[src/design/gm5_pkg.sv]
// ----------------------------------------------------------------------------
// gm5_pkg
// Shared constants for the gated median-of-five current filter.
// ----------------------------------------------------------------------------
`default_nettype none

package gm5_pkg;

    localparam int SAMPLE_WIDTH_DEF = 16;
    localparam int WIN_LEN          = 5;
    localparam int PTR_W            = $clog2(WIN_LEN);
    localparam int RANK_W           = $clog2(WIN_LEN);
    localparam logic [RANK_W-1:0] MED_RANK = RANK_W'(WIN_LEN / 2);
    localparam logic [PTR_W-1:0]  PTR_LAST = PTR_W'(WIN_LEN - 1);

endpackage

`default_nettype wire

[src/design/gm5_median.sv]
// ----------------------------------------------------------------------------
// gm5_median
// Combinational median of the five window entries by rank counting.
// ----------------------------------------------------------------------------
`default_nettype none

module gm5_median #(
    parameter int SAMPLE_WIDTH = gm5_pkg::SAMPLE_WIDTH_DEF
) (
    input  wire logic signed [SAMPLE_WIDTH-1:0] i_win [gm5_pkg::WIN_LEN],
    output logic signed [SAMPLE_WIDTH-1:0]      o_median
);

    logic [gm5_pkg::RANK_W-1:0] rank [gm5_pkg::WIN_LEN];

    // Each entry counts the entries ordered below it. Equal values are
    // ordered by position, so the ranks are a permutation and exactly one
    // entry holds the middle rank.
    always_comb begin
        for (int i = 0; i < gm5_pkg::WIN_LEN; i++) begin
            rank[i] = '0;
            for (int j = 0; j < gm5_pkg::WIN_LEN; j++) begin
                if (j < i) begin
                    if (i_win[j] <= i_win[i]) begin
                        rank[i] = rank[i] + 1'b1;
                    end
                end else if (j > i) begin
                    if (i_win[j] < i_win[i]) begin
                        rank[i] = rank[i] + 1'b1;
                    end
                end
            end
        end
    end

    always_comb begin
        o_median = '0;
        for (int i = 0; i < gm5_pkg::WIN_LEN; i++) begin
            if (rank[i] == gm5_pkg::MED_RANK) begin
                o_median = i_win[i];
            end
        end
    end

endmodule

`default_nettype wire

[src/design/gm5_window.sv]
// ----------------------------------------------------------------------------
// gm5_window
// Five-entry sample ring with write pointer and window-full flag.
// ----------------------------------------------------------------------------
`default_nettype none

module gm5_window #(
    parameter int SAMPLE_WIDTH = gm5_pkg::SAMPLE_WIDTH_DEF
) (
    input  wire logic                           i_clk,
    input  wire logic                           i_rst_n,
    input  wire logic                           i_load,
    input  wire logic signed [SAMPLE_WIDTH-1:0] i_sample,
    output logic signed [SAMPLE_WIDTH-1:0]      o_win_next [gm5_pkg::WIN_LEN],
    output logic                                o_full_next
);

    logic signed [SAMPLE_WIDTH-1:0] r_win [gm5_pkg::WIN_LEN];
    logic [gm5_pkg::PTR_W-1:0]      r_ptr;
    logic [gm5_pkg::PTR_W-1:0]      n_ptr;
    logic                           r_full;
    logic                           w_write;
    logic                           w_wrap;

    // Only strictly positive samples enter the ring.
    assign w_write = i_load && !i_sample[SAMPLE_WIDTH-1] && (i_sample != '0);
    assign w_wrap  = (r_ptr == gm5_pkg::PTR_LAST);
    assign n_ptr   = w_wrap ? '0 : r_ptr + 1'b1;

    assign o_full_next = r_full || (w_write && w_wrap);

    // The median sees the window including the sample of the same item.
    always_comb begin
        for (int i = 0; i < gm5_pkg::WIN_LEN; i++) begin
            if (w_write && (r_ptr == gm5_pkg::PTR_W'(i))) begin
                o_win_next[i] = i_sample;
            end else begin
                o_win_next[i] = r_win[i];
            end
        end
    end

    always_ff @(posedge i_clk) begin
        if (!i_rst_n) begin
            r_ptr  <= '0;
            r_full <= 1'b0;
        end else if (w_write) begin
            r_ptr  <= n_ptr;
            r_full <= o_full_next;
        end
    end

    always_ff @(posedge i_clk) begin
        r_win <= o_win_next;
    end

    a_ptr_range: assert property (@(posedge i_clk) disable iff (!i_rst_n)
        r_ptr <= gm5_pkg::PTR_LAST)
        else $error("write pointer left the ring");

    a_full_sticky: assert property (@(posedge i_clk) disable iff (!i_rst_n)
        r_full |=> r_full)
        else $error("window-full flag cleared without reset");

    a_ptr_moves: assert property (@(posedge i_clk) disable iff (!i_rst_n)
        !w_write |=> (r_ptr == $past(r_ptr)))
        else $error("write pointer moved without a stored sample");

endmodule

`default_nettype wire

[src/design/gated_median5_current_filter.sv]
// ----------------------------------------------------------------------------
// gated_median5_current_filter
// Running median-of-five filter for signed motor-current samples.
// ----------------------------------------------------------------------------
// One item is accepted per clock cycle while o_stall is low. The sample
// is captured in an input register, then the ring update and the
// rank-counting median of five run as one combinational stage into the
// result register. Positive samples are stored in the five-entry ring;
// until the ring has wrapped once the sample is passed through, afterwards
// the median of the ring is returned with o_median_used set. A stalled
// result leaves room for one more item in the input register.
`default_nettype none

module gated_median5_current_filter #(
    parameter int SAMPLE_WIDTH = gm5_pkg::SAMPLE_WIDTH_DEF
) (
    input  wire logic                           i_clk,
    input  wire logic                           i_rst_n,
    input  wire logic                           i_valid,
    output logic                                o_stall,
    input  wire logic signed [SAMPLE_WIDTH-1:0] i_sample,
    output logic                                o_valid,
    input  wire logic                           i_stall,
    output logic signed [SAMPLE_WIDTH-1:0]      o_filtered,
    output logic                                o_median_used
);

    logic                           r_in_valid;
    logic signed [SAMPLE_WIDTH-1:0] r_in_sample;
    logic                           r_out_valid;
    logic signed [SAMPLE_WIDTH-1:0] r_out_filtered;
    logic                           r_out_used;

    logic                           w_out_free;
    logic                           w_advance;
    logic                           w_accept;
    logic signed [SAMPLE_WIDTH-1:0] w_win_next [gm5_pkg::WIN_LEN];
    logic                           w_full_next;
    logic signed [SAMPLE_WIDTH-1:0] w_median;

    assign w_out_free = !r_out_valid || !i_stall;
    assign w_advance  = r_in_valid && w_out_free;
    assign o_stall    = r_in_valid && !w_out_free;
    assign w_accept   = i_valid && !o_stall;

    gm5_window #(
        .SAMPLE_WIDTH(SAMPLE_WIDTH)
    ) u_window (
        .i_clk       (i_clk),
        .i_rst_n     (i_rst_n),
        .i_load      (w_advance),
        .i_sample    (r_in_sample),
        .o_win_next  (w_win_next),
        .o_full_next (w_full_next)
    );

    gm5_median #(
        .SAMPLE_WIDTH(SAMPLE_WIDTH)
    ) u_median (
        .i_win    (w_win_next),
        .o_median (w_median)
    );

    always_ff @(posedge i_clk) begin
        if (!i_rst_n) begin
            r_in_valid <= 1'b0;
        end else if (w_accept) begin
            r_in_valid <= 1'b1;
        end else if (w_advance) begin
            r_in_valid <= 1'b0;
        end
    end

    always_ff @(posedge i_clk) begin
        if (w_accept) begin
            r_in_sample <= i_sample;
        end
    end

    always_ff @(posedge i_clk) begin
        if (!i_rst_n) begin
            r_out_valid <= 1'b0;
        end else if (w_advance) begin
            r_out_valid <= 1'b1;
        end else if (!i_stall) begin
            r_out_valid <= 1'b0;
        end
    end

    always_ff @(posedge i_clk) begin
        if (w_advance) begin
            r_out_filtered <= w_full_next ? w_median : r_in_sample;
            r_out_used     <= w_full_next;
        end
    end

    assign o_valid       = r_out_valid;
    assign o_filtered    = r_out_filtered;
    assign o_median_used = r_out_used;

    a_stall_needs_item: assert property (@(posedge i_clk) disable iff (!i_rst_n)
        o_stall |-> (r_in_valid && r_out_valid))
        else $error("input stalled with a free pipeline");

endmodule

`default_nettype wire

[config.mk]
export PLATFORM = sky130hd
export DESIGN_NAME = gated_median5_current_filter
export DESIGN_NICKNAME = d
export VERILOG_FILES = /design/src/design/gm5_pkg.sv /design/src/design/gm5_median.sv /design/src/design/gm5_window.sv /design/src/design/gated_median5_current_filter.sv
export SDC_FILE = /design/constraint.sdc
export NUM_CORES = 1
export LEC_CHECK = 0
export ABC_CLOCK_PERIOD_IN_PS = 6900
export BUFFER_PORTS_ARGS = -buffer_cell sky130_fd_sc_hd__buf_2
export CAP_MARGIN = 20
export CORE_MARGIN = 8
export CORE_UTILIZATION = 35
export CTS_BUF_LIST = sky130_fd_sc_hd__clkbuf_8
export DETAILED_ROUTE_END_ITERATION = 12
export GPL_TIMING_DRIVEN = 0
export PLACE_DENSITY = 0.63
export SETUP_SLACK_MARGIN = 0.4
export SLEW_MARGIN = 10
export SYNTH_ARGS = -nofsm -noshare
export SYNTH_HDL_FRONTEND = slang
export SYNTH_SLANG_ARGS = --single-unit
[constraint.sdc]
create_clock -name i_clk -period 6.9 [get_ports i_clk]
set_input_delay 1.38 -clock i_clk [delete_from_list [all_inputs] [get_ports i_clk]]
set_output_delay 1.38 -clock i_clk [all_outputs]
set_load 0.05 [all_outputs]
* Yosys cells after proc, flatten, opt, wreduce, memory -nomap -nowiden
Cells that the tools add are included.
** Operators by class
- Reduce and logical (&&, ||, !) cells :: 20
- Equal/unequal tests :: 10
- Add/subtract/negate cells :: 16
- Shifts and indexed selects :: 0
- Divide/modulo/power cells :: 0
- Order comparisons :: 20
- Multipliers :: 0
- Muxes and demuxes :: 36
- Bitwise gates (word level) :: 0
** Operators with widths (count)
- 2-to-1 mux 16 bit :: 11
- less-or-equal comparator 16 bit :: 10
- less-than comparator 16 bit :: 10
- 2-to-1 mux 3 bit :: 16
- adder 3 x 1 -> 3 bit, second input constant :: 11
- equality test 3 x 2 -> 1 bit, second input constant :: 7
- nonzero test 16 bit :: 1
- adder 1 x 1 -> 2 bit, second input constant :: 5
- logical AND 1 bit :: 10
- 2-to-1 mux 1 bit :: 9
- zero test 1 bit :: 5
- equality test 3 x 1 -> 1 bit, second input constant :: 1
- equality test 3 bit, second input constant :: 1
- zero test 3 bit :: 1
- logical OR 1 bit :: 2
- inequality test 2 x 1 -> 1 bit, second input constant :: 1
- nonzero test 2 bit :: 1
** Storage, ports and cells
- Word-level logic and storage cells :: 114
- Register bits after elaboration :: 119
- Latch bits :: 0
- Bits in read-only memories :: 0
- Bits in writable memories :: 0
- Memories kept :: 0
- Output and inout port bits :: 19
- Input bits :: 20

* Longest topological paths before layout
Gate-level depths: netlist of run 1.
- Depth after elaboration :: 22
- Mapped depth :: 30

* Hierarchy
A second synthesis of run 1 with hierarchy kept.
** Second synthesis, totals
- Cell total of the unflattened synthesis :: 926
- Area, all modules :: 9545.4 um2
** Modules (own cells, without submodules)
- gm5_median :: cells each 664, seq. area each 0.0 um2, area an instance 5335.1 um2, times used 1
- gm5_window :: cells each 203, seq. area each 1681.6 um2, area an instance 2891.5 um2, times used 1
- gated_median5_current_filter :: cells each 59, seq. area each 1031.0 um2, area an instance 1318.8 um2, times used 1

* Worst setup path after synthesis of run 1
Ideal clock, no wire load.
- Kind :: input port to flip-flop
- Start point :: in i_stall
- End point :: reg r_out_filtered[10] (netlist: o_filtered[10]) (data pin)
- Arrival :: 6.611 ns
- Slack :: 0.028 ns
- Required time :: 6.639 ns
- Setup time :: 0.261 ns
- Buffers on the path :: 3
- Stages :: 25
- Cell sequence :: a21bo_2 > inv_2 > buf_6 > and4_1 > nand2_1 > clkbuf_1 > mux2_2 > ha_1 > nand3_1 > nor2_1 > nand4_1 > o21ai_0 > mux2_2 > o21ai_0 > inv_1 > ha_1 > xor2_1 > ha_1 > nor2b_1 > and3_1 > o31a_1 > buf_6 > nand3_1 > o21ai_1 > a311o_1
** RTL lines
- from (decl) :: line gated_median5_current_filter.sv:23 : input wire logic i_stall,
- to (signal assigned) :: line gated_median5_current_filter.sv:92 : r_out_filtered <= w_full_next ? w_median : r_in_sample;
- to (decl) :: line gated_median5_current_filter.sv:31 : logic signed [SAMPLE_WIDTH-1:0] r_out_filtered;

* Final worst setup path of run 1
- Start point :: in i_stall
- End point :: reg r_out_filtered[7] (netlist: o_filtered[7]) (data pin)
** On the way
- Longest elaborated chain between the ends :: 22
- Elaborated cells between the ends (all ways) :: 82
- Classes of those cells :: add/sub (15); order compare (20); eq/ne (5); mux (31); reduce/logical (11)
** Ends and longest elaborated chain
- zero test 1 bit (*)
- logical OR 1 bit (*) :: line gated_median5_current_filter.sv:41 : assign w_out_free = !r_out_valid || !i_stall;
- logical AND 1 bit (*) :: line gated_median5_current_filter.sv:42 : assign w_advance = r_in_valid && w_out_free;
- via u_window.i_load :: line gm5_window.sv:12 : input wire logic i_load,
- logical AND 1 bit (*) (2 in a row) :: line gm5_window.sv:26 : assign w_write = i_load && !i_sample[SAMPLE_WIDTH-1] && (i_sample != '0);
- logical AND 1 bit :: line gm5_window.sv:35 : if (w_write && (r_ptr == gm5_pkg::PTR_W'(i))) begin
- 2-to-1 mux 16 bit :: line gm5_window.sv:35
- less-than comparator 16 bit :: line gm5_median.sv:28 : if (i_win[j] < i_win[i]) begin
- [... 2 more ...]
- 2-to-1 mux 3 bit :: line gm5_median.sv:28
- adder 3 x 1 -> 3 bit :: line gm5_median.sv:29 : rank[i] = rank[i] + 1'b1;
- 2-to-1 mux 3 bit :: line gm5_median.sv:28
- adder 3 x 1 -> 3 bit :: line gm5_median.sv:29
- 2-to-1 mux 3 bit :: line gm5_median.sv:28
- equality test 3 x 2 -> 1 bit :: line gm5_median.sv:39 : if (rank[i] == gm5_pkg::MED_RANK) begin
- 2-to-1 mux 16 bit (5 in a row) :: line gm5_median.sv:39
- 2-to-1 mux 16 bit (*) :: line gated_median5_current_filter.sv:92
Mark *: on every way through the listed nets, which the timed path passes. The rest lies on a longest branch.
A chain may end at the register's enable or synchronous reset.

==> results.cfg, run 1 <==
[cts]
numCtsBuffers = 17
cts_buffer_depth = 2
cts.sinks = 119
insertion_delay_ns = 0.47
cts_hold_buf = 0
cts-htree-levels = 4
clk_pin_slew_ns = 0.09
cts_tree = done
root_buffer = clkbuf_8

[route]
first_pass_iters = 6
drc = 0
via_per_inst = 5.885
ant_nets = 0
dr.first_iter.drc_count = 1020
wirelength_um = 37200
wire_per_inst_um = 22.91
vias = 9558

[setup_path]
rr_startpoint = r_in_sample[15]
ff2ff_setup_slack_ns = 0.38
cp_top_family = compound AO/OA/AOI/OAI gates
cp_slowest_stage_delay_ns = 0.43
cp-start-kind = input port
cpMostUsedCell = buf_8
required_ns = 7.11
worstSetupPathType = input port to flip-flop
worstSetupPathDepth = 28
crit_path_end_kind = flip-flop
critPathBufInv = 8
critical_path.slowest_cell = a2111o_1
reg2reg_depth = 27
cp.arrival_ns = 6.76
timing.rr.end = o_filtered[7]
cp_max_fo = 6

[finish]
fin_nets = 1423
fin_util = 0.4890
synthToLayoutAreaGrowth_pct = 38.09
drive_gt1_frac = 0.3266
antenna_cells = 0
final_cell_area_mm2 = 0.01355
fill_cells = 2455

[die]
start_util = 0.3541
core-area_mm2 = 0.02771
die_h_um = 183.4
io_pins = 39
placementRows = 61
die_area_mm2 = 0.03364
die_width_um = 183.4

[global_routing]
grt_usage = 0.2033
grt_max_degree = 17
grt_pass1_vias = 8832
grt_overflow = 0
antenna_found_initial = 0
grt_pass1_wl_um = 51780

[power_and_ir_drop]
leakagePower_nw = 6.115
p_per_area_mw_per_mm2 = 324.1
vdd_drop_max_mv = 0.2277

[synthesis]
synthCells = 1068
synth.distinct_cells = 83
synth_edf_count = 33
synth_area_mm2 = 0.009811
async_flop_share = 0
syn_nets = 1258
synth-main-ff-cell = dfxtp_1
synth_seq_cells = 119
yosysWarningCount = 0
avgSynthCellArea_um2 = 9.186
yosysSeqAreaShare = 0.2765

[placement]
place_area_mm2 = 0.01054
portBuffers = 38
dpl_worst_slack_ns = -1.783
finalWeightedCongestion = 0.9819
dp_hpwl_um = 25730

[timing]
rsz0062_at_grt = true
fin_skew_ns = 0.01802
hold_viol = 0
finalCritPeriodShare = 0.9504
drv_slew = 0
period_needed_ns = 6.558
hold_ws_ns = 0.5125
setup_ws_ns = 0.3423
worst_pin_slew_ns = 1.065
max_freq_mhz = 152.5
setup_viol_count_final = 0
relSlewSlack = 0.2901

[run_status]
status = complete, no violations

[flow_run]
maxCapViolations = 0

[worst_hold_path]
min_path_type = flip-flop to flip-flop
min_path_cells = 2
holdPathEnd = u_window.r_ptr[1]
worstHoldStart = u_window.r_ptr[1]
cells in the final DEF (no fill, tap or decap), types with 11 or more instances in the layout:
cell type  instances
inv_2             16
a311o_1           16
o211ai_1          11
edfxtp_1          33
nand4_1           29
nand2_1           29
o21ai_0           19
inv_1            105
nand3_1           36
buf_4             86
buf_6             20
a21o_1            38
a21oi_1           53
a22o_1            16
ha_4              21
buf_2             42
dfxtp_1           86
a211oi_1          12
o21a_1            16
nor2_1            58
nor2b_1           13
o21ai_1           16
clkbuf_8          19
ha_1             149
mux2i_4           40
cells by family after synthesis:
family	synth area share
compound gates	0.2136
mux	0.07767
buf+inv	0.07091
xor+xnor	0.008928
fa+ha+maj	0.2168
simple gates	0.1356
flops	0.2765
power breakdown:
group / internal [mW] / total (mW) / switching (mW)
Clock: 0.406 / 0.753 / 0.347
Sequential: 0.775 / 0.808 / 0.0333
Combinational: 1.28 / 2.83 / 1.55
final cells by class:
cell class                 count  area [um^2]  share of cell area
multi-input combinational    791         7807              0.5763
sequential                   119         2713              0.2002
timing repair buffer         145         1219             0.08995
tap                          378        473.0             0.03491
inverter                     123        467.9             0.03454
buffer                        36        422.9             0.03122
clock buffer                  18        247.7             0.01829
clock inverter                14        197.7             0.01459
what timing repair did:
action / CTS / global route
pin swaps: 29 / 79
gates resized for setup: 162 / 154
cloned: 3 / 9
endpoints found under the setup margin: 16 / 16
endpoints found under the hold margin: 0 / 0
buffers inserted: 33 / 62
layer usage:
metal  GRT usage  share of wire
met1      0.2599           0.41
met2      0.3321           0.46
met3     0.03854          0.083
met4     0.08295          0.041
met5           0              0
Yosys cell counts (all sizes together) (6+ instances only):
cell / number / area (um^2)
nand4: 30 / 193.9
a211oi: 15 / 112.6
nand3: 40 / 200.2
ha: 170 / 2127
a21o: 38 / 285.3
clkbuf: 11 / 41.29
xnor2: 7 / 61.31
a311o: 16 / 160.2
and4: 6 / 52.55
o21a: 16 / 120.1
and3: 8 / 50.05
and2: 8 / 55.06
mux2i: 57 / 570.6
a22o: 16 / 140.1
o21ai: 39 / 198.9
buf: 25 / 191.4
nor2b: 16 / 100.1
edfxtp: 33 / 991.0
nand2: 36 / 145.1
mux2: 17 / 191.4
nor2: 61 / 229.0
o211ai: 11 / 82.58
nor3: 13 / 65.06
inv: 122 / 457.9
nor4: 9 / 90.09
a21boi: 20 / 150.1
a21oi: 64 / 335.3
dfxtp: 86 / 1722
worst max-delay path by stage:
| stage | from | end | slack [ns] |
|---|---|---|---|
| finish | i_stall | o_filtered[7] | 0.34 |
| global route | r_in_sample[7] | o_filtered[5] | 0.30 |
| CTS | i_stall | o_filtered[1] | 0.40 |
| detailed placement | i_stall | o_filtered[4] | -1.78 |
| global placement | i_stall | o_filtered[4] | -1.61 |
| floorplan | i_stall | o_filtered[10] | 0.41 |
sequential cells by signal (all words and copies together) (netlist names):
| register | cells |
|---|---|
| u_window.r_ptr | 3 |
| o_median_used | 1 |
| o_filtered | 16 |
| r_in_valid | 1 |
| o_valid | 1 |
| u_window.r_full | 1 |
| u_window.r_win | 80 |
| r_in_sample | 16 |
worst min-delay path: stages (launching register included):
cell and delay, ns:
dfxtp_1 0.35, nand2_1 0.06, a21boi_0 0.07
through the flow:
stage,cells,setup TNS [ns],total power [mW]
detailed placement,1485,-27.48,2.555
floorplan,1068,0,2.059
global route,1624,0,4.559
CTS,1553,0,3.649
global placement,1484,-25.07,2.506
finish,1624,0,4.391
(Power assumes the default switching activity.)
==> run 2: changes to the inputs <==
--- a/config.mk
+++ b/config.mk
@@ -18,4 +18,5 @@
 export SLEW_MARGIN = 10
 export SYNTH_ARGS = -nofsm -noshare
 export SYNTH_HDL_FRONTEND = slang
+export SYNTH_HIERARCHICAL = 1
 export SYNTH_SLANG_ARGS = --single-unit
==> run 2 against run 1 <==
Critical path depth decreased by 2. Cell area decreased by 11%. Non-clock buffer count decreased by 52. Synthesized cell count decreased by 13%. Utilization decreased by 3.9 points. Highest routed layer unchanged. Register-to-register slack improved by 0.11 ns. Largest power group unchanged. Critical endpoint is now o_filtered[5]. Sequential power decreased by 0.6%.
==> results.cfg, run 2 <==
[synthesis]
yosysSeqAreaShare = 0.2842
avgSynthCellArea_um2 = 10.31
synthCells = 926
yosysWarningCount = 6
synth.distinct_cells = 76
post-synth-top-area-cell = ha_1
synth_area_mm2 = 0.009545
yosysMostFrequentCell = ha_1
async_flop_share = 0
synth-main-ff-cell = dfxtp_1
synth_edf_count = 33
synth_commonest_cells = 178 x ha_1, 88 x inv_1, 86 x dfxtp_1
syn_nets = 1124
netlist_top_cells_area = ha_1 23%, dfxtp_1 18%, edfxtp_1 10%
netlist.area_leader.share = 0.2333
synth_seq_cells = 119

[timing]
hold_viol = 0
fin_skew_ns = 0.01561
rsz0062_at_grt = true
worst_pin_slew_ns = 0.7276
setup_viol_count_final = 0
tns_ns = 0
finalCritPeriodShare = 0.9426
hold_ws_ns = 0.4733
drv_slew = 0
relSlewSlack = 0.5128
period_needed_ns = 6.504
setup_ws_ns = 0.3959
max_freq_mhz = 153.7

[setup_path]
cp.arrival_ns = 6.70
cp_max_fo = 5
required_ns = 7.10
cp_top_family = simple AND/OR/NAND/NOR gates
cp_slowest_stage_delay_ns = 0.42
critPathBufInv = 5
worstSetupPathType = input port to flip-flop
cp-start-kind = input port
critical_path.slowest_cell = or3_4
crit_path_end_kind = flip-flop

[finish]
largest_register = u_window/r_win
synthToLayoutAreaGrowth_pct = 26.58
drive_gt1_frac = 0.3565
fin_nets = 1248
final_cell_area_mm2 = 0.01208
layout_commonest_cell = ha_1
final_cell_mix = 156 x ha_1, 86 x dfxtp_1, 78 x inv_1, 62 x mux2_2, 58 x buf_4
largest_reg_flops = 80
fill_cells = 2523

[placement]
dpl_worst_slack_ns = -1.058
dp_hpwl_um = 23710
finalWeightedCongestion = 0.9567
place_area_mm2 = 0.01063
portBuffers = 38

[cts]
insertion_delay_ns = 0.45
cts_hold_buf = 0
clk_pin_slew_ns = 0.08
cts_tree = done
numCtsBuffers = 17
cts_buffer_depth = 2
root_buffer = clkbuf_8
cts-htree-levels = 4
cts.sinks = 119

[route]
wirelength_um = 32100
wire_per_inst_um = 22.85
via_per_inst = 5.744
dr.first_iter.drc_count = 600
first_pass_iters = 5
ant_nets = 0
drc = 0
vias = 8070

[worst_hold_path]
min_path_type = flip-flop to flip-flop

[die]
core-area_mm2 = 0.02688
placementRows = 60
die_area_mm2 = 0.03281
start_util = 0.3552
io_pins = 39
die_h_um = 181.1
die_width_um = 181.1

[power_and_ir_drop]
leakagePower_nw = 5.072
p_per_area_mw_per_mm2 = 389.0
vdd_drop_max_mv = 0.3124

[global_routing]
grt_pass1_vias = 7541
grt_max_degree = 18
antenna_found_initial = 1
grt_usage = 0.1837
grt_pass1_wl_um = 45500
grt_overflow = 0

[run_status]
status = complete, no violations

[flow_run]
maxCapViolations = 0
==> run 2: cell types whose count changed in the layout (fill, tap and decap cells not counted), moves of 15 or more <==
cell,before,now
a21o_1,38,19
a22o_1,16,0
a311o_1,16,0
a31oi_1,2,24
buf_4,86,58
inv_1,105,78
mux2_2,10,62
mux2_4,7,29
mux2i_4,40,5
nand3_1,36,21
nor2_1,58,17
o21ai_1,16,1
==> run 2: routing by layer <==
layer | part of all wire | GRT usage
met1 | 0.45 | 0.2376
met3 | 0.057 | 0.03109
met4 | 0.043 | 0.09774
met5 | 0 | 0
met2 | 0.46 | 0.2890
==> run 2: worst min-delay path, delay by kind of cell, from the launching register on <==
| kind | cells | cell delay [ns] |
|---|---|---|
| DFF | 1 | 0.30 |
| AOI/OAI and AO/OA | 1 | 0.07 |
| buffers and inverters | 1 | 0.05 |
==> run 2: worst paths after layout <==
path / from / to / cells past startpoint / slack [ns]
hold reg to reg: u_window/r_full / u_window/r_full / 2 / 0.47
setup reg to reg: r_in_sample[12] / o_filtered[5] / 26 / 0.49
setup / recovery: i_stall / o_filtered[5] / 26 / 0.40
hold / removal: u_window/r_full / u_window/r_full / 2 / 0.47
==> run 2: repair_timing <==
| item | 4_1_cts | 5_1_grt |
|---|---|---|
| cloned | 0 | 5 |
| setup endpoints to repair | 16 | 16 |
| buffers inserted | 15 | 46 |
| pin swaps | 13 | 41 |
| gates resized for setup | 25 | 71 |
==> run 2: cell type report <==
cell class              count  area (um^2)  area share
diodes                      1        2.502   0.0002071
plain buffers              24        340.3     0.02817
clock buffers              19        261.5     0.02164
clock inverters            13        107.6    0.008905
inverters                  89        367.9     0.03044
multi-input cells         694         7051      0.5835
flip-flops and latches    119         2713      0.2245
well taps                 341        426.7     0.03531
repair buffers            105        813.3     0.06731
==> run 2: cells by family after synthesis <==
group | share of synthesized area
xor gates and xnor gates | 0.003670
adders and majority gates | 0.2333
DFF | 0.2842
AOI/OAI and AO/OA | 0.1543
and+or+nand+nor | 0.1325
muxes | 0.1323
buffers and inverters | 0.05977
==> run 2: per-stage QoR <==
stage                     total power [mW]    util  cells
final                                4.700  0.4496   1405
after global routing                 4.932  0.4495   1404
after CTS                            4.171  0.4185   1353
after detailed placement             3.424  0.3954   1306
after global placement               3.384  0.3943   1305
after floorplan                      2.803       -    926
==> run 2: report_power, final <==
part           switching (mW)  internal [mW]  total (mW)
sequential             0.0259          0.777       0.803
combinational            1.80           1.49        3.29
clock                   0.309          0.300       0.609
==> run 3: changes to the inputs <==
--- a/config.mk
+++ b/config.mk
@@ -8,7 +8,7 @@
 export ABC_CLOCK_PERIOD_IN_PS = 6900
 export BUFFER_PORTS_ARGS = -buffer_cell sky130_fd_sc_hd__buf_2
 export CAP_MARGIN = 20
-export CORE_MARGIN = 8
+export CORE_MARGIN = 3
 export CORE_UTILIZATION = 35
 export CTS_BUF_LIST = sky130_fd_sc_hd__clkbuf_8
 export DETAILED_ROUTE_END_ITERATION = 12
==> run 3 against run 2 <==
Global-route usage rose by 2.1 points. Non-clock buffer count rose by 13. Count of clock-buffer cells in the layout fell by 1. Highest routed layer unchanged. Largest cell class unchanged.
==> results.cfg, run 3 (same netlist as run 2, synthesis figures left out) <==
[worst_hold_path]
worstHoldStart = u_window/r_full
min_path_type = flip-flop to flip-flop
min_path_cells = 2

[setup_path]
cp-start-kind = input port
worstSetupPathDepth = 29
cp_max_fo = 8
cp_slowest_stage_delay_ns = 0.42
worstSetupPathType = input port to flip-flop
rr_startpoint = r_in_sample[12]
startpoint = i_stall
critical_path.slowest_cell = or3_1
critPathBufInv = 9
cp_top_family = simple AND/OR/NAND/NOR gates
cp.arrival_ns = 6.71
reg2reg_depth = 26
cpMostUsedCell = buf_12
required_ns = 7.10
crit_path_end_kind = flip-flop
ff2ff_setup_slack_ns = 0.60

[global_routing]
busiest_layer = met2
antenna_found_initial = 0
grt_usage = 0.2050
grt_pass1_wl_um = 44960
grt_pass1_vias = 7622
met1_usage = 0.2695
grt_overflow = 0
use_met3 = 0.04667
grt_max_degree = 18
grtUsageMet2 = 0.3343

[finish]
final_cell_mix = 156 x ha_1, 86 x dfxtp_1, 72 x inv_1, 67 x buf_4, 63 x mux2_2
fin_cells = 1411
drive_gt1_frac = 0.3838
regArea_mm2 = 0.002713
largest_reg_flops = 80
fill_cells = 2384
fin_nets = 1261
final_cell_area_mm2 = 0.01224
antenna_cells = 0
synthToLayoutAreaGrowth_pct = 28.21
multi_input_area_mm2 = 0.007111
largest_register = u_window/r_win
layout_commonest_cell = ha_1

[placement]
dp_hpwl_um = 23160
dpl_worst_slack_ns = -0.9282
place_area_mm2 = 0.01062
finalWeightedCongestion = 1.025
portBuffers = 38
dp.cells = 1300

[cts]
insertion_delay_ns = 0.44
cts.sinks = 119
clk_pin_slew_ns = 0.08
numCtsBuffers = 17
cts_tree = done
cts_hold_buf = 0
cts_buffer_depth = 2
cts-htree-levels = 4
root_buffer = clkbuf_8

[timing]
fin_skew_ns = 0.01189
max_freq_mhz = 153.7
period_needed_ns = 6.505
worst_pin_slew_ns = 0.7301
relSlewSlack = 0.5111
setup_viol_count_final = 0
rsz0062_at_grt = false
hold_viol = 0
setup_ws_ns = 0.3949
finalCritPeriodShare = 0.9428
drv_slew = 0
tns_ns = 0

[flow_run]
maxCapViolations = 0

[power_and_ir_drop]
p_per_area_mw_per_mm2 = 384.2
leakagePower_nw = 5.131
finalPower_mw = 4.701
vdd_drop_max_mv = 0.2612

[die]
die_area_mm2 = 0.02929
io_pins = 39
start_util = 0.3612
die_h_um = 171.1
die_width_um = 171.1
core-area_mm2 = 0.02643
placementRows = 59

[route]
drc = 0
dr.first_iter.drc_count = 616
wirelength_um = 31610
vias = 8160
wire_per_inst_um = 22.40
ant_nets = 0
first_pass_iters = 5
via_per_inst = 5.783

[run_status]
status = complete, no violations
==> run 3: what timing repair did <==
| action | 4_1_cts | 5_1_grt |
|---|---|---|
| cloned | 0 | 4 |
| hold endpoints to repair | 0 | 0 |
| buffers inserted | 14 | 61 |
| gates resized for setup | 22 | 96 |
| setup endpoints to repair | 16 | 16 |
| pin swaps | 11 | 43 |
==> run 3: final timing paths <==
| check | end |
|---|---|
| worst max-delay path | o_filtered[2] |
| worst min-delay path | u_window/r_full |
| worst max register to register | o_filtered[9] |
| worst min register to register | u_window/r_full |
==> run 3: area by class of cell <==
type,instances,share of cell area
plain buffers,24,0.02791
repair buffers,118,0.07688
flip-flops and latches,119,0.2217
inverters,89,0.02975
well taps,335,0.03425
multi-input cells,694,0.5810
clock buffers,18,0.02024
clock inverters,14,0.008281
==> run 3: worst min-delay path: stages (launching register included) <==
cell and delay, ns:
dfxtp_1 0.30, inv_1 0.06, a21boi_0 0.07
==> run 3: per-stage QoR <==
| stage | util | hold slack [ns] |
|---|---|---|
| after global routing | 0.4631 | 0.4941 |
| after global placement | 0.4007 | 0.4479 |
| after CTS | 0.4227 | 0.4735 |
| after floorplan | - | 0.4405 |
| after detailed placement | 0.4019 | 0.4617 |
| final | 0.4631 | 0.4691 |
==> run 3: metal layers <==
layer / wire length (um) / vias up / share of wire
met2: 14840 / 302 / 0.47
met3: 2209 / 42 / 0.070
li1: - / 3835 / -
met5: 0 / - / 0
met1: 13630 / 3981 / 0.43
met4: 935 / 0 / 0.030
==> run 3: power by group <==
part,internal (mW),switching (mW),leakage (nW)
sequential,0.777,0.0252,1.02
combinational,1.53,1.80,3.93
clock,0.259,0.317,0.179
